**config.mk**
```make
export PLATFORM = sky130hd
export DESIGN_NAME = dimmer_with_press_classifier
export DESIGN_NICKNAME = d
export VERILOG_FILES = /design/src/rtl/dwpc_pkg.sv /design/src/rtl/dwpc_press.sv /design/src/rtl/dimmer_with_press_classifier.sv
export SDC_FILE = /design/constraint.sdc
export NUM_CORES = 1
export LEC_CHECK = 0
export ABC_CLOCK_PERIOD_IN_PS = 8710
export BUFFER_PORTS_ARGS = -buffer_cell sky130_fd_sc_hd__buf_2
export CAP_MARGIN = 30
export CORE_MARGIN = 3
export CORE_UTILIZATION = 55
export DETAILED_ROUTE_END_ITERATION = 10
export PLACE_DENSITY = 0.74
export REMOVE_ABC_BUFFERS = 1
export SETUP_SLACK_MARGIN = 0.1
export SYNTH_ARGS = -nofsm -noshare
export SYNTH_HDL_FRONTEND = slang
export SYNTH_SLANG_ARGS = --single-unit
```
**constraint.sdc**
```tcl
create_clock -name clk -period 8.71 [get_ports clk]
set_clock_uncertainty 0.15 [all_clocks]
set_input_delay 0.871 -clock clk [delete_from_list [all_inputs] [get_ports clk]]
set_output_delay 0.871 -clock clk [all_outputs]
set_load 0.05 [all_outputs]
```
**src/rtl/dwpc_pkg.sv**
```systemverilog
// Shared types and constants of the dimmer with press classifier.
// No dependencies; used by the top level and the press classifier.
package dwpc_pkg;

  localparam int TIME_W = 16;
  localparam int IDX_W  = 4;
  localparam int DUTY_W = 8;

  typedef logic [TIME_W-1:0] ms_t;

  // Register map of the configuration channel
  localparam logic [1:0] CFG_DEBOUNCE  = 2'd0;
  localparam logic [1:0] CFG_RETRIGGER = 2'd1;
  localparam logic [1:0] CFG_LONG      = 2'd2;
  localparam logic [1:0] CFG_LOCKOUT   = 2'd3;

  // Configuration values after reset
  localparam ms_t DEBOUNCE_RESET  = 16'd50;
  localparam ms_t RETRIGGER_RESET = 16'd200;
  localparam ms_t LONG_RESET      = 16'd1500;
  localparam ms_t LOCKOUT_RESET   = 16'd1000;

  typedef enum logic [1:0] {
    CLASS_NONE  = 2'd0,
    CLASS_SHORT = 2'd1,
    CLASS_LONG  = 2'd2
  } press_class_t;

  typedef enum logic [1:0] {
    KEY_ONOFF = 2'd0,
    KEY_UP    = 2'd1,
    KEY_DIM   = 2'd2,
    KEY_OTHER = 2'd3
  } key_code_t;

  // Operating mode, one-hot
  typedef enum logic [3:0] {
    MODE_NORMAL      = 4'b0001,
    MODE_LEARN_POWER = 4'b0010,
    MODE_LEARN_UP    = 4'b0100,
    MODE_LEARN_DOWN  = 4'b1000
  } mode_t;

  // Mode numbers as they appear on the result word
  localparam logic [1:0] MODE_CODE_NORMAL      = 2'd0;
  localparam logic [1:0] MODE_CODE_LEARN_POWER = 2'd1;
  localparam logic [1:0] MODE_CODE_LEARN_UP    = 2'd2;
  localparam logic [1:0] MODE_CODE_LEARN_DOWN  = 2'd3;

  // Thresholds handed to the press classifier
  typedef struct packed {
    ms_t debounce;
    ms_t retrigger;
    ms_t long_press;
  } press_cfg_t;

  // Brightness table; entries past the tenth run at full drive
  localparam logic [DUTY_W-1:0] DUTY_TABLE [16] = '{
    8'd4, 8'd8, 8'd16, 8'd32, 8'd64, 8'd96, 8'd128, 8'd160,
    8'd192, 8'd255, 8'd255, 8'd255, 8'd255, 8'd255, 8'd255, 8'd255
  };

  // Saturating millisecond count
  function automatic ms_t sat_inc(input ms_t v);
    return (v == '1) ? v : v + ms_t'(1);
  endfunction

endpackage

```
**src/rtl/dwpc_press.sv**
```systemverilog
// Button press classifier: tracks the previous pin level and the time since
// the last press start. Depends on dwpc_pkg.
module dwpc_press
  import dwpc_pkg::*;
(
  input  logic         clk,
  input  logic         rst,
  input  logic         advance,  // one tick is processed this cycle
  input  logic         level,    // 0 pressed, 1 released
  input  press_cfg_t   cfg,
  output press_class_t cls
);

  logic button_prev;
  ms_t  since_press_start;
  ms_t  since_press_start_next;
  logic press_start;
  logic press_end;

  // Advance the held-time counter, restart it on an accepted press start, classify a release
  always_comb begin
    since_press_start_next = sat_inc(since_press_start);
    press_start = !level && button_prev && (since_press_start_next > cfg.retrigger);
    if (press_start) begin
      since_press_start_next = '0;
    end
    press_end = level && !button_prev && (since_press_start_next > cfg.debounce);
    if (!press_end) begin
      cls = CLASS_NONE;
    end else if (since_press_start_next <= cfg.long_press) begin
      cls = CLASS_SHORT;
    end else begin
      cls = CLASS_LONG;
    end
  end

  always_ff @(posedge clk) begin
    if (rst) begin
      button_prev       <= 1'b1;
      since_press_start <= '0;
    end else if (advance) begin
      button_prev       <= level;
      since_press_start <= since_press_start_next;
    end
  end

endmodule

```
**src/rtl/dimmer_with_press_classifier.sv**
```systemverilog
// Channel  Dir  Word                      Contents
// s_*      in   s_tdata  [7:0]            one millisecond tick
// m_*      out  m_tdata  [23:0]           result of that tick
// cfg_*    in   cfg_index, cfg_data       threshold register write
//
// One tick is taken every cycle unless m_tready holds the result; each tick
// passes input register, then result register. The path between them is one
// 16-bit increment and compare plus the brightness table lookup.
// Reset clears both valid bits and all state and restores the default
// thresholds. A low m_tready holds the result; one more tick waits in the
// input register, after which s_tready drops. Configuration is always ready.
//
// Top level of the dimmer with press classifier.
// Depends on dwpc_pkg and dwpc_press.
module dimmer_with_press_classifier
  import dwpc_pkg::*;
#(
  parameter int LEVEL_COUNT = 10
) (
  input  logic        clk,
  input  logic        rst,
  input  logic        s_tvalid,
  output logic        s_tready,
  // [0] button_level, [1] key_valid, [3:2] key_code, [7:4] zero
  input  logic [7:0]  s_tdata,
  output logic        m_tvalid,
  input  logic        m_tready,
  // [7:0] pwm_duty, [8] light_on, [12:9] level_index, [14:13] current_mode,
  // [16:15] press_class, [17] save_request, [19:18] save_slot,
  // [20] learn_capture, [21] learn_clear, [23:22] zero
  output logic [23:0] m_tdata,
  input  logic        cfg_valid,
  output logic        cfg_ready,
  input  logic [1:0]  cfg_index,
  input  logic [15:0] cfg_data
);

  localparam logic [IDX_W-1:0] TOP_INDEX   = IDX_W'(LEVEL_COUNT - 1);
  localparam logic [IDX_W-1:0] RESET_INDEX =
    (LEVEL_COUNT > 2) ? IDX_W'(2) : IDX_W'(LEVEL_COUNT - 1);

  // Threshold registers
  ms_t debounce_ms, retrigger_ms, long_press_ms, power_lockout_ms;

  // Input register
  logic      in_valid;
  logic      in_level;
  logic      in_kvalid;
  key_code_t in_kcode;

  // Tick state
  ms_t              since_power_toggle, since_power_toggle_next;
  logic             power_state, power_state_next;
  logic [IDX_W-1:0] brightness_index, brightness_index_next;
  mode_t            mode_state, mode_state_next;

  logic         out_free;
  logic         advance;
  press_cfg_t   press_cfg;
  press_class_t cls;
  logic         save;
  logic [1:0]   slot;
  logic         capture;
  logic         clear;
  logic [1:0]   mode_code, mode_code_next;
  logic [23:0]  m_tdata_next;

  assign out_free  = !m_tvalid || m_tready;
  assign advance   = in_valid && out_free;
  assign s_tready  = !in_valid || out_free;
  assign cfg_ready = 1'b1;

  // Write threshold registers
  always_ff @(posedge clk) begin
    if (rst) begin
      debounce_ms      <= DEBOUNCE_RESET;
      retrigger_ms     <= RETRIGGER_RESET;
      long_press_ms    <= LONG_RESET;
      power_lockout_ms <= LOCKOUT_RESET;
    end else if (cfg_valid) begin
      unique case (cfg_index)
        CFG_DEBOUNCE:  debounce_ms      <= cfg_data;
        CFG_RETRIGGER: retrigger_ms     <= cfg_data;
        CFG_LONG:      long_press_ms    <= cfg_data;
        CFG_LOCKOUT:   power_lockout_ms <= cfg_data;
        default:       ;
      endcase
    end
  end

  // Capture the incoming word
  always_ff @(posedge clk) begin
    if (rst) begin
      in_valid <= 1'b0;
    end else if (s_tready) begin
      in_valid <= s_tvalid;
    end
  end

  always_ff @(posedge clk) begin
    if (s_tready && s_tvalid) begin
      in_level  <= s_tdata[0];
      in_kvalid <= s_tdata[1];
      in_kcode  <= key_code_t'(s_tdata[3:2]);
    end
  end

  assign press_cfg = '{debounce: debounce_ms, retrigger: retrigger_ms,
                       long_press: long_press_ms};

  dwpc_press u_press (
    .clk     (clk),
    .rst     (rst),
    .advance (advance),
    .level   (in_level),
    .cfg     (press_cfg),
    .cls     (cls)
  );

  // Encode the current mode and step to the next one
  always_comb begin
    unique case (mode_state)
      MODE_NORMAL:      mode_code = MODE_CODE_NORMAL;
      MODE_LEARN_POWER: mode_code = MODE_CODE_LEARN_POWER;
      MODE_LEARN_UP:    mode_code = MODE_CODE_LEARN_UP;
      MODE_LEARN_DOWN:  mode_code = MODE_CODE_LEARN_DOWN;
      default:          mode_code = MODE_CODE_NORMAL;
    endcase
  end

  always_comb begin
    save  = (cls == CLASS_LONG) && (mode_state != MODE_NORMAL);
    slot  = save ? (mode_code - 2'd1) : 2'd0;
    clear = (cls != CLASS_NONE);
    mode_state_next = mode_state;
    mode_code_next  = mode_code;
    if (clear) begin
      unique case (mode_state)
        MODE_NORMAL: begin
          mode_state_next = MODE_LEARN_POWER;
          mode_code_next  = MODE_CODE_LEARN_POWER;
        end
        MODE_LEARN_POWER: begin
          mode_state_next = MODE_LEARN_UP;
          mode_code_next  = MODE_CODE_LEARN_UP;
        end
        MODE_LEARN_UP: begin
          mode_state_next = MODE_LEARN_DOWN;
          mode_code_next  = MODE_CODE_LEARN_DOWN;
        end
        default: begin
          mode_state_next = MODE_NORMAL;
          mode_code_next  = MODE_CODE_NORMAL;
        end
      endcase
    end
  end

  // Act on the remote key in the mode as updated this tick
  always_comb begin
    since_power_toggle_next = sat_inc(since_power_toggle);
    power_state_next        = power_state;
    brightness_index_next   = brightness_index;
    capture                 = 1'b0;
    if (in_kvalid) begin
      if (mode_state_next != MODE_NORMAL) begin
        capture = 1'b1;
      end else begin
        case (in_kcode)
          KEY_ONOFF: begin
            if (since_power_toggle_next > power_lockout_ms) begin
              power_state_next        = !power_state;
              since_power_toggle_next = '0;
            end
          end
          KEY_UP: begin
            if (!power_state || brightness_index >= TOP_INDEX) begin
              brightness_index_next = TOP_INDEX;
            end else begin
              brightness_index_next = brightness_index + IDX_W'(1);
            end
            power_state_next = 1'b1;
          end
          KEY_DIM: begin
            if (!power_state) begin
              brightness_index_next = '0;
            end else if (brightness_index != '0) begin
              brightness_index_next = brightness_index - IDX_W'(1);
            end
            power_state_next = 1'b1;
          end
          default: ;
        endcase
      end
    end
  end

  // Pack the result word
  always_comb begin
    m_tdata_next = {2'b00, clear, capture, slot, save, cls, mode_code_next,
                    brightness_index_next, power_state_next,
                    power_state_next ? DUTY_TABLE[brightness_index_next] : 8'd0};
  end

  // Advance tick state
  always_ff @(posedge clk) begin
    if (rst) begin
      since_power_toggle <= '0;
      power_state        <= 1'b0;
      brightness_index   <= RESET_INDEX;
      mode_state         <= MODE_NORMAL;
    end else if (advance) begin
      since_power_toggle <= since_power_toggle_next;
      power_state        <= power_state_next;
      brightness_index   <= brightness_index_next;
      mode_state         <= mode_state_next;
    end
  end

  // Result register
  always_ff @(posedge clk) begin
    if (rst) begin
      m_tvalid <= 1'b0;
    end else if (out_free) begin
      m_tvalid <= in_valid;
    end
  end

  always_ff @(posedge clk) begin
    if (advance) begin
      m_tdata <= m_tdata_next;
    end
  end

endmodule

```
**Word level (Yosys, flattened, before mapping)**

Memories as Yosys holds them, arrays and structs flattened. A register that Yosys moved wholly into a read port is not among the register bits.
Cells that the tools add are included.

- Bits in registers: 126
- Bits in read-only memories: 128
- Input port bits: 31
- Output and inout bits: 27
- Word-level logic and storage cells: 94
- Memories: 1

Memory list:

| memory | depth | width | rd ports | clocked after Yosys merged registers in | wr ports | line | RTL |
|---|---|---|---|---|---|---|---|
| (no name shown) | 16 | 8 | 1 | 1 | 0 | dimmer_with_press_classifier.sv:202 | `power_state_next ? DUTY_TABLE[brightness_index_next] : 8'd0};` |

- $add $sub $neg: 5
- $lt $le $gt $ge: 5
- Equality and inequality tests: 14
- Muxes and demuxes: 25
- Bitwise logic cells: 1
- Reduce and logical (&&, ||, !) cells: 25

Operators with widths:

| cell | number |
|---|---|
| 16-bit two-way mux | 7 |
| 16-bit greater-than comparator | 3 |
| 16-bit by 1-bit adder with 16-bit output, second input constant | 2 |
| 16-bit == test, second input constant | 2 |
| 4-bit two-way mux | 6 |
| 16-bit less-or-equal comparator | 1 |
| 2-bit case mux with 3 select lines | 2 |
| 4-bit case mux with 3 select lines | 1 |
| 2-bit == test, second input constant | 4 |
| 4-bit by 1-bit inequality test with 1-bit output, second input constant | 2 |
| 4-bit case mux with 2 select lines | 1 |
| 2-bit AND reduction | 4 |
| 1-bit logical AND | 7 |
| 1-bit zero test | 6 |
| 2-bit two-way mux | 3 |
| 4-bit NOT with 5-bit output | 1 |
| 4-bit by 1-bit adder with 4-bit output, second input constant | 1 |
| 2-bit by 1-bit == test with 1-bit output, second input constant | 2 |
| 4-bit by 1-bit == test with 1-bit output, second input constant | 1 |
| 4-bit by 2-bit == test with 1-bit output, second input constant | 1 |
| 4-bit by 3-bit == test with 1-bit output, second input constant | 1 |
| 4-bit == test, second input constant | 1 |
| 4-bit greater-or-equal comparator, second input constant | 1 |
| 2-bit zero test | 2 |
| other kinds (8) | 13 |

**Longest topological paths before layout**

Gate-level depths: netlist of the first run.

- Depth after elaboration: 14
- Mapped depth: 30

**Cells and area by module**

A second synthesis of the first run with hierarchy kept.

- Cells, all modules: 960
- Area, all modules: 7927.6 um^2

By module, submodules not included:

| module | times used | cells each | area each (um^2) | sequential area each (um^2) |
|---|---|---|---|---|
| dimmer_with_press_classifier | 1 | 646 | 5534.1 | 2572.5 |
| dwpc_press | 1 | 314 | 2393.5 | 340.3 |

**Least setup slack after synthesis of the first run**

OpenSTA, ideal clock, no wires.

- Path type: register to register
- Start point: register u_press.since_press_start[4]
- End point: register m_tdata[2] (data pin)
- Setup time: 0.146 ns
- Data arrival time: 6.461 ns
- Path slack: 1.953 ns
- Cell stages (with the launch flop): 29
- Path buffers: 3
- Path through: dfxtp_1 > clkbuf_1 > and3_1 > and4_1 > and3_1 > clkbuf_1 > nand4_1 > and4_1 > nand4_1 > xnor2_1 > ha_1 > and4_1 > nand4_1 > or4_1 > and3_1 > and3_1 > o31ai_1 > clkbuf_1 > and3_1 > ha_1 > a21o_1 > a21o_1 > a2111oi_2 > a31oi_4 > mux2i_4 > mux2i_4 > inv_2 > or4_1 > a21oi_1

- Cells in the longest elaborated chain, start to end: 14
- Elaborated cells on any way between the ends: 20
- Those cells by class: add/sub: 1; order compare: 3; eq/ne: 2; mux: 9; bitwise: 1; reduce/logical: 4

Ends and longest elaborated chain:

| element | line | RTL |
|---|---|---|
| start, declared | dwpc_press.sv:15 | `ms_t since_press_start;` |
| start signal, assigned | dwpc_press.sv:43 | `since_press_start <= since_press_start_next;` |
| 16-bit by 1-bit adder with 16-bit output or 16-bit == test (tied branches) | dwpc_pkg.sv:65 | `return (v == '1) ? v : v + ms_t'(1);` |
| 16-bit two-way mux (*) | dwpc_pkg.sv:65 |  |
| 16-bit greater-than comparator | dwpc_press.sv:23 | `press_start = !level && button_prev && (since_press_start_next > cfg.retrigger);` |
| 1-bit logical AND | dwpc_press.sv:23 |  |
| 16-bit two-way mux (*) | dwpc_press.sv:24 | `if (press_start) begin` |
| via u_press.since_press_start_next[13] | dwpc_press.sv:16 | `ms_t since_press_start_next;` |
| 16-bit less-or-equal comparator or 16-bit greater-than comparator (tied branches) | dwpc_press.sv:30, dwpc_press.sv:27 |  |
| 2-bit two-way mux or 1-bit logical AND (tied branches) | dwpc_press.sv:30, dwpc_press.sv:27 |  |
| 2-bit two-way mux (*) | dwpc_press.sv:28 | `if (!press_end) begin` |
| 2-bit nonzero test (*) | dimmer_with_press_classifier.sv:134 | `clear = (cls != CLASS_NONE);` |
| 4-bit two-way mux (*) | dimmer_with_press_classifier.sv:137 | `if (clear) begin` |
| 4-bit by 1-bit inequality test with 1-bit output (*) | dimmer_with_press_classifier.sv:166 | `if (mode_state_next != MODE_NORMAL) begin` |
| 4-bit two-way mux (*) | dimmer_with_press_classifier.sv:166 |  |
| 4-bit two-way mux (*) | dimmer_with_press_classifier.sv:165 | `if (in_kvalid) begin` |
| via brightness_index_next[1] | dimmer_with_press_classifier.sv:54 | `logic [IDX_W-1:0] brightness_index, brightness_index_next;` |
| 4-bit NOT with 5-bit output (implied by the code) (*) | dimmer_with_press_classifier.sv:202 |  |
| end, declared | dimmer_with_press_classifier.sv:31 | `output logic [23:0] m_tdata,` |

The timed path passes the listed nets; every way through them passes the cells marked *.
A chain may end at the register's enable or synchronous reset.

**Worst setup path in the final report of the first run**

Ends and elaborated chain as after synthesis.

==> results.md, run 1 <==
Floorplanning:
- The height of the die is between 100 and 150 µm.
- The core outline area is roughly 0.014 mm².
- Once the floorplan was initialized, standard cells occupied 57.6% of the core.
- After floorplanning, the core was divided into between 40 and 50 placement rows.
- The number of I/O pins is 58.
- The overall die area is about 0.016 mm².
- The die outline width is roughly 130 µm.

Worst setup path:
- The worst setup path is captured at a flip-flop.
- For the worst setup path, the data required time is a little under 9 ns.
- Counting stages on the worst path, the most repeated cell is sky130_fd_sc_hd__a21o_1.
- The maximum fanout encountered on the critical timing path is 17.
- The cell with the largest stage delay on the worst path is sky130_fd_sc_hd__o31ai_1.
- For this run, the slowest stage of the critical path takes roughly 0.56 ns.
- STA puts the critical path data arrival time at between 7 and 8 ns.
- The category of the worst setup path launch point is a flip-flop.
- The critical path is of the reg2reg type.

Clocking:
- The number of gates resized after cts is 0.
- TritonCTS built the clock tree.
- The number of buffers added by the clock tree synthesis step is 17.
- The insertion delay to the later sink of the worst-skew pair is around 0.42 ns.
- The H-tree level count is 4.
- The CTS root buffer is sky130_fd_sc_hd__clkbuf_16.
- The post-CTS setup buffer count is 0.
- The number of buffers on the longest clock path is 2.
- The number of buffers inserted by hold repair at cts is 0.
- The clock-pin transition on the worst setup and hold timing paths is ~0.060 ns.
- The tree built by TritonCTS fans out to 133 sinks.

Global route:
- The initial antenna violation count is 0.
- The wire length of the first global-routing pass is 30,100 µm.
- Summed over all layers, the global routing overflow is 0.
- The via count of the first global-routing pass was slightly above 6,000.
- Entering global routing, the biggest net connects 93 pins.
- The total routing resource utilization after global routing is approximately a quarter.

Logic synthesis:
- The area share of the largest cell type after synthesis is about 28%.
- The synthesized netlist devotes roughly 22% of its cell area to simple gates.
- The number of warning messages in the yosys log is 0.
- The share of synthesized cell area in full adder, half adder and majority cells is 11.7%.
- The count of different cell masters after synthesis is 59.
- The synthesized netlist cell count is approximately 950.
- The share of the synthesized area in compound gates (AO/OA/AOI/OAI) is roughly 18%.
- Measured against the total synthesized area, the mux share comes to between 2 and 2.5%.
- The predominant post-synthesis flop cell is sky130_fd_sc_hd__dfxtp_1.
- The synthesized design contains 25 enable-type register cells.
- In this run, synthesis produced a sequential element count of about 130.
- The cell area that synthesis handed to floorplanning was between 0.007 and 0.008 mm².
- The largest total area in the synthesized netlist belongs to sky130_fd_sc_hd__dfxtp_1.
- The mean area per synthesized cell is between 8 and 9 µm².
- The fraction of the yosys area taken by sequential cells is between 30% and 40%.
- The xor/xnor cell area share of the yosys netlist is under 10%.
- In the post-synthesis netlist, the biggest area contributors are sky130_fd_sc_hd__dfxtp_1 (28%), sky130_fd_sc_hd__ha_1 (12%), sky130_fd_sc_hd__edfxtp_1 (9.6%).
- By area, the combinational part of the netlist is dominated by simple AND/OR/NAND/NOR gates.
- The fraction of registers with async set/reset is 0%.

Timing:
- The final number of setup-violating endpoints is 0.
- For the pin with the worst max-slew slack, the measured transition is approximately 1.0 ns.
- After routing, the total negative slack on setup checks comes to 0 ns.
- The headroom to the max-slew limit is between 30% and 40%.
- The final max-slew violation count is 0.
- Setup repair after global routing left no endpoint under its margin.
- The part of the cycle the worst path needs is roughly nine tenths.
- Derived from the worst setup path, the maximum achievable clock frequency is 0.128 GHz.
- The number of hold violations in the final report came to 0.
- The minimum period implied by the final worst setup slack is ~8 ns.

Placed design:
- Once detailed placement completed, the half-perimeter wirelength came to between 10,000 and 15,000 µm.
- The weighted congestion reported at the end of routability-driven placement is 0.899.
- The quantity of I/O buffers inserted on ports is 50.
- The cell total after placement is approximately 1,100.

Cells and area:
- The final core utilization is 64.7%.
- Cells with a size suffix above 1 make up a little over a tenth of the layout.
- In the layout the commonest cells are sky130_fd_sc_hd__nand2_1 (164), sky130_fd_sc_hd__dfxtp_1 (108), sky130_fd_sc_hd__a21oi_1 (100).
- Leaving out fill and tap cells, the most frequent cell in the layout is sky130_fd_sc_hd__nand2_1.
- The post-synthesis to final-layout area growth is 12.2%.
- The repair_antennas step left the layout with diodes totalling 0.
- The filler-free cell count of the finished design is about 1,200.
- The net count of the finished layout is approximately 1,100.

Power and ir drop:
- The power density relative to cell area is about 180 mW/mm².
- The leakage power is approximately 3.8 nW.
- The worst voltage drop across the vdd grid is 0.000118 V.
- The post-route total power is ~1.6 mW.

Detailed routing:
- The final layout contains routed wiring with a total length of 18,200 µm.
- The detailed router finished its first iteration with approximately 540 violations.
- Before antenna repair, the detailed router went through 5 iterations.
- After detailed routing, the number of remaining DRC violations is 0.
- The routed via count is roughly 6,700.
- After detailed routing, the average wire length per cell comes to approximately 16 µm.
- The detail route stage leaves a number of antenna-violating nets equal to 0.
- Using the TritonRoute via totals, the vias-per-cell ratio works out to 5.73.

Outcome:
- The run finished with clean final reports.

Min path:
- The worst hold-check path type is reg2reg.

Flow run:
- The number of maximum-capacitance violations is 0.
final timing paths:
check        cells after the start                                 startpoint  slack, ns                           endpoint
max                             29  u_press.since_press_start[4]$_SDFFE_PP0P_       0.87           m_tdata[2]$_SDFFCE_PN0P_
min                              2          power_lockout_ms[11]$_SDFFE_PP0P_       0.30  power_lockout_ms[11]$_SDFFE_PP0P_
max reg2reg                     29  u_press.since_press_start[4]$_SDFFE_PP0P_       0.87           m_tdata[2]$_SDFFCE_PN0P_
min reg2reg                      2          power_lockout_ms[11]$_SDFFE_PP0P_       0.30  power_lockout_ms[11]$_SDFFE_PP0P_
state kept, by name, summed over array words and instances (netlist names), 2 cells and up:
| register | cells |
|---|---|
| u_press.since_press_start | 16 |
| since_power_toggle | 16 |
| mode_state | 4 |
| retrigger_ms | 16 |
| m_tdata | 21 |
| in_kcode | 2 |
| long_press_ms | 16 |
| power_lockout_ms | 16 |
| debounce_ms | 16 |
| brightness_index | 4 |
power breakdown:
part / switching, mW / total, mW / internal, mW
logic: 0.0971 / 0.142 / 0.0449
clock network: 0.275 / 0.753 / 0.478
registers: 0.0107 / 0.658 / 0.647
cells in the mapped netlist, types with 6 or more instances:
library cell,count
sky130_fd_sc_hd__ha_1,73
sky130_fd_sc_hd__mux2i_1,7
sky130_fd_sc_hd__dfxtp_1,108
sky130_fd_sc_hd__and2_1,11
sky130_fd_sc_hd__clkbuf_1,48
sky130_fd_sc_hd__o21ai_0,22
sky130_fd_sc_hd__and4_1,7
sky130_fd_sc_hd__xor2_1,8
sky130_fd_sc_hd__nand2_1,164
sky130_fd_sc_hd__nor2b_1,6
sky130_fd_sc_hd__nand3b_1,17
sky130_fd_sc_hd__xnor2_1,14
sky130_fd_sc_hd__a32o_1,15
sky130_fd_sc_hd__a21oi_1,100
sky130_fd_sc_hd__a21o_1,15
sky130_fd_sc_hd__nand2b_1,8
sky130_fd_sc_hd__nand4_1,17
sky130_fd_sc_hd__a31oi_1,8
sky130_fd_sc_hd__o21a_1,8
sky130_fd_sc_hd__and3_1,21
sky130_fd_sc_hd__nand3_1,18
sky130_fd_sc_hd__edfxtp_1,25
sky130_fd_sc_hd__nor3_1,8
sky130_fd_sc_hd__inv_1,78
sky130_fd_sc_hd__nor2_1,59
sky130_fd_sc_hd__a211o_1,14
logic make-up after synthesis:
family	after synthesis
buffers and inverters	132
XOR/XNOR	22
multiplexers	14
flip-flops	133
other	2
AND/OR/NAND/NOR	360
AO/OA/AOI/OAI	213
adder cells (fa/ha/maj)	73
per-layer routing:
metal  GRT usage [%]  up-vias  routed length (µm)
met5               0        -                   0
met4            6.63        0                 254
met3            4.95       20                1030
met2            37.1      206                8370
met1            32.3     3089                8550
li1                -     3369                   -
layout make-up:
class / instances / area [µm²]
Fill cell: 1169 / 4790
Multi-Input combinational cell: 685 / 4400
Sequential cell: 133 / 2910
Clock buffer: 19 / 433
Timing Repair Buffer: 61 / 328
Inverter: 79 / 297
Tap cell: 176 / 220
Clock inverter: 13 / 180
per-stage QoR:
| stage | setup slack, ns | hold slack [ns] | instance area [µm²] |
|---|---|---|---|
| 6_report | 0.871 | 0.304 | 8770 |
| 4_1_cts | 0.950 | 0.305 | 8760 |
| 3_5_place_dp | 1.08 | 0.297 | 8150 |
| 3_3_place_gp | 0.910 | 0.292 | 8140 |
| 2_1_floorplan | 1.76 | 0.280 | 7600 |
| 5_1_grt | 0.431 | 0.319 | 8770 |
worst max-delay path: cells and delay by family, from the launching register on:
| family | cells | cell delay, ns |
|---|---|---|
| flops | 1 | 0.49 |
| buf+inv | 4 | 0.80 |
| xor+xnor | 1 | 0.23 |
| mux | 2 | 0.80 |
| compound gates | 8 | 2.19 |
| fa+ha+maj | 2 | 0.60 |
| simple gates | 12 | 2.41 |
Power figures use the tool's default switching activity.
==> run 2, diff against run 1 <==
--- a/config.mk
+++ b/config.mk
@@ -5,7 +5,7 @@
 export SDC_FILE = /design/constraint.sdc
 export NUM_CORES = 1
 export LEC_CHECK = 0
-export ABC_CLOCK_PERIOD_IN_PS = 8710
+export ABC_CLOCK_PERIOD_IN_PS = 7700
 export BUFFER_PORTS_ARGS = -buffer_cell sky130_fd_sc_hd__buf_2
 export CAP_MARGIN = 30
 export CORE_MARGIN = 3
==> constraint.sdc (replaced) <==
create_clock -name clk -period 7.7 [get_ports clk]
set_clock_uncertainty 0.15 [all_clocks]
set_input_delay 0.77 -clock clk [delete_from_list [all_inputs] [get_ports clk]]
set_output_delay 0.77 -clock clk [all_outputs]
set_load 0.05 [all_outputs]
==> run 2 against run 1 <==
  * Register-to-register slack lost 0.09 ns
  * Non-clock buffer count is 3 higher
  * Critical path depth shrank 2
  * Routed wire length about the same
  * Sequential power rose by 13%
  * Sequential share of layout area down 0.16 points
  * Final area up 0.49%
  * Via count fell by 0.43%
  * Utilization up 0.31 points
  * Count of clock-buffer cells in the layout grew 3
  * Flip-flop and latch count unchanged
  * Die area unchanged
==> results.md, run 2 (synthesis results as in run 1) <==
Clocking:
- The H-tree level count is 4.
- TritonCTS built the clock tree.
- The number of buffers added by the clock tree synthesis step is 17.
- Clock tree synthesis found a total of ~130 sinks.
- Clock-pin slew was measured on the worst setup and hold paths at around 0.06 ns.
- The number of buffers on the longest clock path is 2.
- The CTS root buffer is sky130_fd_sc_hd__clkbuf_16.
- The number of setup buffers added after CTS is 0.
- The number of gates resized after CTS was 0.
- The insertion delay to the later sink of the worst-skew pair is 0.43 ns.
- For this design, the CTS-stage hold fixing added 0 buffers.

Cells and area:
- The final core utilization is about two thirds.
- The area growth from synthesis to layout is 12.8%.
- The number of diodes is 0.
- In the layout the commonest cells are sky130_fd_sc_hd__nand2_1 (164), sky130_fd_sc_hd__dfxtp_1 (108), sky130_fd_sc_hd__a21oi_1 (100).
- Of the cells placed in the final design, the portion with a size suffix greater than 1 is between 10% and 20%.
- The register with the most flip-flops in the final layout is m_tdata.
- The net count of the finished layout is around 1,100.
- The register with the most flip-flops in the layout has 21 of them.
- Leaving out fill and tap cells, the most frequent cell in the layout is sky130_fd_sc_hd__nand2_1.

Floorplanning:
- The die outline width is 125 µm.
- The core outline area is roughly 0.014 mm².
- The floorplan step set the die height to between 100 and 150 µm.
- After floorplanning, the core was divided into 42 placement rows.
- The overall die area is approximately 0.016 mm².
- The number of I/O pins is between 50 and 60.
- The starting utilization of the core area is slightly below 60%.

Detailed routing:
- The number of violations reported at the end of detailed-routing iteration 0 is just over 500.
- The routed via count is between 6,000 and 7,000.
- The total DRC errors in the routed layout is 0.
- The routed design has ~18,000 µm of wire.
- The remaining antenna violation count is 0.
- In the final routed layout, each cell accounts on average for approximately 16 µm.
- The via count normalized by instance count is roughly 5.7.
- Before antenna repair, the detailed router went through 5 iterations.

Timing:
- Setup repair after global routing left no endpoint under its margin.
- The worst-case hold slack is between 0.3 and 0.4 ns.
- The part of the cycle the worst path needs is between 80% and 90%.
- The maximum frequency from static timing analysis is around 0.14 GHz.
- Summed over all failing endpoints, the final setup total negative slack is 0 ns.
- The slew at the pin with the worst max-slew slack is about 0.99 ns.
- The minimum period implied by the final worst setup slack is around 6.9 ns.
- Setup violations remaining at the end of the flow were counted as 0.
- The number of hold violations in the final report is 0.
- In this run the tightest slew margin relative to its limit is roughly a third.
- The final max-slew violation count came to 0.

Outcome:
- The flow ran to the end, and the final reports show no timing, DRC or antenna violations.

Min path:
- The worst hold path was traced through 2 stages.
- The beginning of the worst hold path is retrigger_ms[4]$_SDFFE_PP0P_.
- For hold timing, the worst endpoint is retrigger_ms[4]$_SDFFE_PP0P_.
- The min-delay analysis places its worst path in the category reg2reg.

Power and ir drop:
- The relative contribution of combinational cells to total power is 9.4%.
- The fraction of power consumed by sequential logic is between 40% and 50%.
- In this run the power spent charging and discharging nets is 0.436 mW.
- The worst voltage drop across the vdd grid is about 0.00016 V.
- The internal portion of the total power is approximately 1.3 mW.
- The leakage power is between 3 and 4 nW.
- Net switching is roughly a quarter of the power.
- The clock network burns 47.8% of the power.
- Overall power consumption after layout is estimated at roughly 1.7 mW.
- The power density relative to cell area is 197 mW/mm².

Worst setup path:
- The maximum single-stage delay on the critical path is around 0.50 ns.
- In this run the critical register-to-register path is launched from u_press.since_press_start[3]$_SDFFE_PP0P_.
- The arrival time at the worst endpoint is a little over 7 ns.
- The kind of end point of the critical path is a flip-flop.
- The cell with the largest stage delay on the worst path is sky130_fd_sc_hd__or4_1.
- The reg-to-reg critical path endpoint is m_tdata[2]$_SDFFCE_PN0P_.
- The category of the worst setup path launch point is a flip-flop.
- The number of buffer and inverter instances along the worst setup path is 2.
- The setup check on the worst reg-to-reg path leaves a slack of between 0.7 and 0.8 ns.
- The maximum fanout encountered on the critical timing path is 19.
- The number of cells traversed by the worst register-to-register path is 27.
- The worst setup path is of the reg2reg kind.
- In this design, the largest share of critical-path delay is due to simple AND/OR/NAND/NOR gates.
- At the worst endpoint, the required time is between 7 and 8 ns.

Global route:
- Global routing finished with a remaining overflow of 0.
- Entering global routing, the biggest net connects approximately 100 pins.
- The via count of the first global-routing pass is around 6,200.
- The initial antenna violation count is 0.
- The total routing resource utilization after global routing is between 20% and 30%.
- The wire length of the first global-routing pass is 29,800 µm.

Placed design:
- After legalization and detailed placement, the total HPWL measured between 10,000 and 15,000 µm.
- The weighted congestion reported at the end of routability-driven placement is between 0.9 and 1.
- Buffers placed on the I/O ports in this run total 50.

Flow run:
- Max-cap violations in this run came to 0.
## run 2: cell count changes in the layout (fill, tap and decap cells not counted)
cell,delta
sky130_fd_sc_hd__clkbuf_2,-1
sky130_fd_sc_hd__clkinv_4,-1
sky130_fd_sc_hd__inv_6,+1
sky130_fd_sc_hd__bufinv_16,-2
sky130_fd_sc_hd__clkinv_1,-2
sky130_fd_sc_hd__buf_16,+1
sky130_fd_sc_hd__clkbuf_16,+2
sky130_fd_sc_hd__buf_6,+1
sky130_fd_sc_hd__buf_2,-1
sky130_fd_sc_hd__clkinv_2,+1
sky130_fd_sc_hd__clkbuf_1,+1
sky130_fd_sc_hd__buf_4,+3
## run 2: worst max-delay path by stage
stage	end	cells past startpoint	slack, ns	from
finish	m_tdata[2]$_SDFFCE_PN0P_	27	0.78	u_press.since_press_start[3]$_SDFFE_PP0P_
global route	m_tdata[2]$_SDFFCE_PN0P_	27	0.36	u_press.since_press_start[3]$_SDFFE_PP0P_
CTS	since_power_toggle[13]$_SDFFE_PP0P_	26	0.66	u_press.since_press_start[3]$_SDFFE_PP0P_
detailed placement	since_power_toggle[0]$_SDFFE_PP0P_	26	0.76	u_press.since_press_start[4]$_SDFFE_PP0P_
global placement	since_power_toggle[0]$_SDFFE_PP0P_	26	0.81	u_press.since_press_start[3]$_SDFFE_PP0P_
floorplan	m_tdata[2]$_SDFFCE_PN0P_	26	0.75	u_press.since_press_start[4]$_SDFFE_PP0P_
## run 2: area by class of cell
type	instances	area, µm²
Fill cell	1161	4750
Multi-Input combinational cell	685	4400
Sequential cell	133	2910
Clock buffer	22	487
Timing Repair Buffer	64	379
Inverter	79	297
Tap cell	176	220
Clock inverter	10	118
## run 2: tightest hold or removal path, delay by kind of cell (launching register included)
kind | cells | cell delay (ns)
flops | 1 | 0.30
compound gates | 1 | 0.05
simple gates | 1 | 0.05
## run 2: power groups by stage
stage	clock [mW]	sequential (mW)	combinational (mW)
after CTS	0.839	0.744	0.160
after floorplan	0	0.776	0.0868
final	0.831	0.744	0.163
after detailed placement	0	0.759	0.159
after global routing	0.872	0.747	0.180
after global placement	0	0.758	0.156
## run 2: through the flow
step	worst slack (ns)	instances	instance area [µm²]
floorplan	0.751	897	7600
global placement	0.806	1134	8160
detailed placement	0.759	1135	8170
CTS	0.665	1167	8770
global route	0.360	1169	8810
finish	0.783	1169	8810
## run 2: metal layers
metal | share of wire, % | GRT usage, %
met1 | 47 | 31.5
met2 | 46 | 37.3
met3 | 4.8 | 4.09
met4 | 2.3 | 8.61
met5 | 0 | 0
==> run 3, diff against run 2 <==
--- a/config.mk
+++ b/config.mk
@@ -5,7 +5,7 @@
 export SDC_FILE = /design/constraint.sdc
 export NUM_CORES = 1
 export LEC_CHECK = 0
-export ABC_CLOCK_PERIOD_IN_PS = 7700
+export ABC_CLOCK_PERIOD_IN_PS = 8100
 export BUFFER_PORTS_ARGS = -buffer_cell sky130_fd_sc_hd__buf_2
 export CAP_MARGIN = 30
 export CORE_MARGIN = 3
==> constraint.sdc (replaced) <==
create_clock -name clk -period 8.1 [get_ports clk]
set_clock_uncertainty 0.15 [all_clocks]
set_input_delay 0.81 -clock clk [delete_from_list [all_inputs] [get_ports clk]]
set_output_delay 0.81 -clock clk [all_outputs]
set_load 0.05 [all_outputs]
==> run 3 against run 2 <==
  * First-iteration DRC count is 1.2% lower
  * Via count is 0.35% lower
  * Power shrank 4.0%
  * Count of clock-buffer cells in the layout down 3
  * Clock power shrank 2.9%
  * Final area barely moved
  * Sequential share of layout area barely moved
  * Combinational power decreased by 5%
  * Register-to-register slack got worse by 0.17 ns
  * Largest cell class unchanged
==> results.md, run 3 (synthesis results as in run 1) <==
Power and ir drop:
- The leakage power is around 3.8 nW.
- For this design the total switching power over the nets is around 0.41 mW.
- The fraction of power consumed by sequential logic is 42.4%.
- The worst voltage drop across the vdd grid is about 0.00016 V.
- The fraction of power spent switching nets is approximately a quarter.
- The relative contribution of combinational cells to total power is a little under a tenth.
- The power share of the clock group is 48.3%.
- The power density relative to cell area is ~190 mW/mm².
- Internal power comes to 1.26 mW.

Floorplanning:
- The number of I/O pins is 58.
- The region available for standard cell placement spans around 0.014 mm².
- The die covers 0.0157 mm².
- The starting utilization of the core area is 57.6%.
- After floorplanning, the core was divided into 42 placement rows.
- The die is 125 µm tall.
- The die outline width is between 100 and 150 µm.

Worst setup path:
- At the worst endpoint, the arrival time is approximately 7.6 ns.
- The number of buffer and inverter instances along the worst setup path is 3.
- The number of cells traversed by the worst register-to-register path is 27.
- The cell with the largest stage delay on the worst path is sky130_fd_sc_hd__or4_1.
- The maximum fanout encountered on the critical timing path is 16.
- On the worst path, the slowest cell contributes a delay of roughly 0.50 ns.
- STA classifies the critical path startpoint as a flip-flop.
- The path type of the worst setup path is reg2reg.
- The family of cells with the greatest summed delay on the critical path is simple AND/OR/NAND/NOR gates.
- In this run the critical register-to-register path is captured at m_tdata[2]$_SDFFCE_PN0P_.
- The startpoint of the lowest-slack register-to-register path is u_press.since_press_start[4]$_SDFFE_PP0P_.
- The critical path required time is 8.22 ns.
- The worst setup path is captured at a flip-flop.
- The worst register-to-register path has a setup slack of 0.61 ns.

Cells and area:
- The register with the most flip-flops in the layout has 21 of them.
- The combined area of the multi-input logic cells is ~0.0044 mm².
- The cell area after layout is 0.00882 mm².
- The filler cell count in the final layout is roughly 1,200.
- Leaving out fill and tap cells, the most frequent cells in the layout are sky130_fd_sc_hd__nand2_1 (164), sky130_fd_sc_hd__dfxtp_1 (108), sky130_fd_sc_hd__a21oi_1 (100).
- 0 antenna diodes ended up in the layout.
- Compared with the post-synthesis result, the final layout area differs by 12.9%.
- Leaving out fill and tap cells, the most frequent cell in the layout is sky130_fd_sc_hd__nand2_1.
- The net count of the finished layout is 1,084.
- More flip-flops sit in one register than any other, and that register is m_tdata.
- Cells with a size suffix above 1 make up between 10 and 15% of the layout.
- Summing all flip-flop and latch instances after layout gives 0.00291 mm².

Detailed routing:
- The via count normalized by instance count is 5.67.
- The aggregate routed wire length is around 18,000 µm.
- The pre-antenna-repair detailed-routing pass consisted of 5 iterations.
- In the routed design, unresolved DRC markers number 0.
- For this block, the initial DRC count from the detailed router was around 500.
- The detail route stage leaves a number of antenna-violating nets equal to 0.
- The routed via count is about 6,600.
- In the final routed layout, each cell accounts on average for 15.3 µm.

Min path:
- The beginning of the worst hold path is power_lockout_ms[11]$_SDFFE_PP0P_.
- The cell count of the worst hold path is 2.
- The end of the worst hold path is power_lockout_ms[11]$_SDFFE_PP0P_.
- The worst hold-check path type is reg2reg.

Clocking:
- The clock-pin transition on the worst setup and hold timing paths is 0.06 ns.
- Post-CTS timing repair inserted 0 buffers for setup.
- After clock tree synthesis, the repair step resized 0 gates.
- Clock latency on the worst-skew pair, taken at its later pin, is around 0.42 ns.
- The number of clock buffers added by TritonCTS is 17.
- The root buffer cell chosen for the clock tree is sky130_fd_sc_hd__clkbuf_16.
- The number of sinks handled by clock tree synthesis is approximately 130.
- The H-tree level count is 4.
- TritonCTS built the clock tree.
- The number of buffers inserted by hold repair at cts is 0.
- The longest clock path from root to sink contains 2 buffers.

Timing:
- Setup repair after global routing left no endpoint under its margin.
- The slew at the pin with the worst max-slew slack is roughly 1.0 ns.
- The number of hold violations in the final report was 0.
- The routed design could run at a clock period as short as ~7.5 ns.
- After layout, the worst path uses between 90% and 100% of the clock period.
- For the final routed database, the setup TNS stands at 0 ns.
- For this run, the top clock speed supported by timing is between 0.1 and 0.15 GHz.
- The final max-slew violation count came to 0.
- Setup violations remaining at the end of the flow were counted as 0.
- The headroom to the max-slew limit is about a third.

Placed design:
- Detailed placement finished with a half-perimeter wire length of ~13,000 µm.
- The quantity of I/O buffers inserted on ports is 50.
- Summing all placed instances gives a cell area of 0.00818 mm².
- The weighted congestion reported at the end of routability-driven placement is a little under 0.9.

Global route:
- The initial antenna violation count is 0.
- The overall overflow remaining after global route is 0.
- The total routing resource utilization after global routing is 23.3%.
- The first global-routing pass estimated ~30,000 µm of wire.
- Entering global routing, the biggest net connects ~100 pins.
- The via count of the first global-routing pass came to 6,304.

Flow run:
- The tool flagged a number of max-cap violations equal to 0.

Outcome:
- The run finished with clean final reports.
## run 3: cell types whose count changed in the layout (fill, tap and decap cells not counted), sizes merged
cell,change
inv,-2
clkbuf,-3
bufinv,+2
clkinv,+3
## run 3: how the worst max path moves through the flow
stage / start / endpoint / slack (ns) / cells past startpoint
global route: u_press.since_press_start[3]$_SDFFE_PP0P_ / m_tdata[2]$_SDFFCE_PN0P_ / 0.12 / 27
finish: u_press.since_press_start[4]$_SDFFE_PP0P_ / m_tdata[2]$_SDFFCE_PN0P_ / 0.61 / 27
CTS: u_press.since_press_start[4]$_SDFFE_PP0P_ / m_tdata[2]$_SDFFCE_PN0P_ / 0.62 / 27
floorplan: u_press.since_press_start[4]$_SDFFE_PP0P_ / m_tdata[2]$_SDFFCE_PN0P_ / 1.15 / 26
global placement: u_press.since_press_start[4]$_SDFFE_PP0P_ / m_tdata[2]$_SDFFCE_PN0P_ / 0.74 / 26
detailed placement: u_press.since_press_start[4]$_SDFFE_PP0P_ / m_tdata[2]$_SDFFCE_PN0P_ / 0.71 / 27
## run 3: stage by stage
| step | cells | hold slack (ns) | power, mW | setup WS [ns] | utilization [%] |
|---|---|---|---|---|---|
| 2_1_floorplan | 897 | 0.280 | 0.820 | 1.15 | - |
| 3_3_place_gp | 1134 | 0.292 | 0.869 | 0.743 | 60.2 |
| 3_5_place_dp | 1136 | 0.297 | 0.873 | 0.712 | 60.3 |
| 4_1_cts | 1168 | 0.304 | 1.68 | 0.620 | 64.8 |
| 5_1_grt | 1169 | 0.323 | 1.73 | 0.116 | 65.0 |
| 6_report | 1169 | 0.303 | 1.67 | 0.614 | 65.0 |
## run 3: area by class of cell
class | instances | area share, %
multi-input combinational | 685 | 49.9
timing repair buffer | 64 | 4.27
clock inverter | 13 | 2.04
tap | 176 | 2.50
inverter | 79 | 3.36
sequential | 133 | 33.0
clock buffer | 19 | 4.91
## run 3: per-layer routing
metal  wire, µm  vias to the layer above  track usage, %
met5          0                        -               0
met4        443                        0            8.61
met3       1040                       35            4.86
met2       8280                      192            37.4
met1       8180                     3038            31.2
li1           -                     3367               -
## run 3: power by group through the flow
stage	Clock, mW	Combinational, mW	Sequential [mW]
finish	0.807	0.155	0.707
global route	0.849	0.172	0.710
floorplan	0	0.0825	0.737
global placement	0	0.148	0.721
detailed placement	0	0.152	0.721
CTS	0.819	0.153	0.707
## run 3: worst register-to-register path: cells and delay by family (launching register included)
| kind | cells | cell delay, ns |
|---|---|---|
| AOI/OAI and AO/OA | 5 | 1.41 |
| DFF | 1 | 0.47 |
| buffers and inverters | 3 | 0.61 |
| muxes | 2 | 0.74 |
| and+or+nand+nor | 14 | 3.27 |
| xor gates and xnor gates | 1 | 0.12 |
| adders and majority gates | 2 | 0.57 |
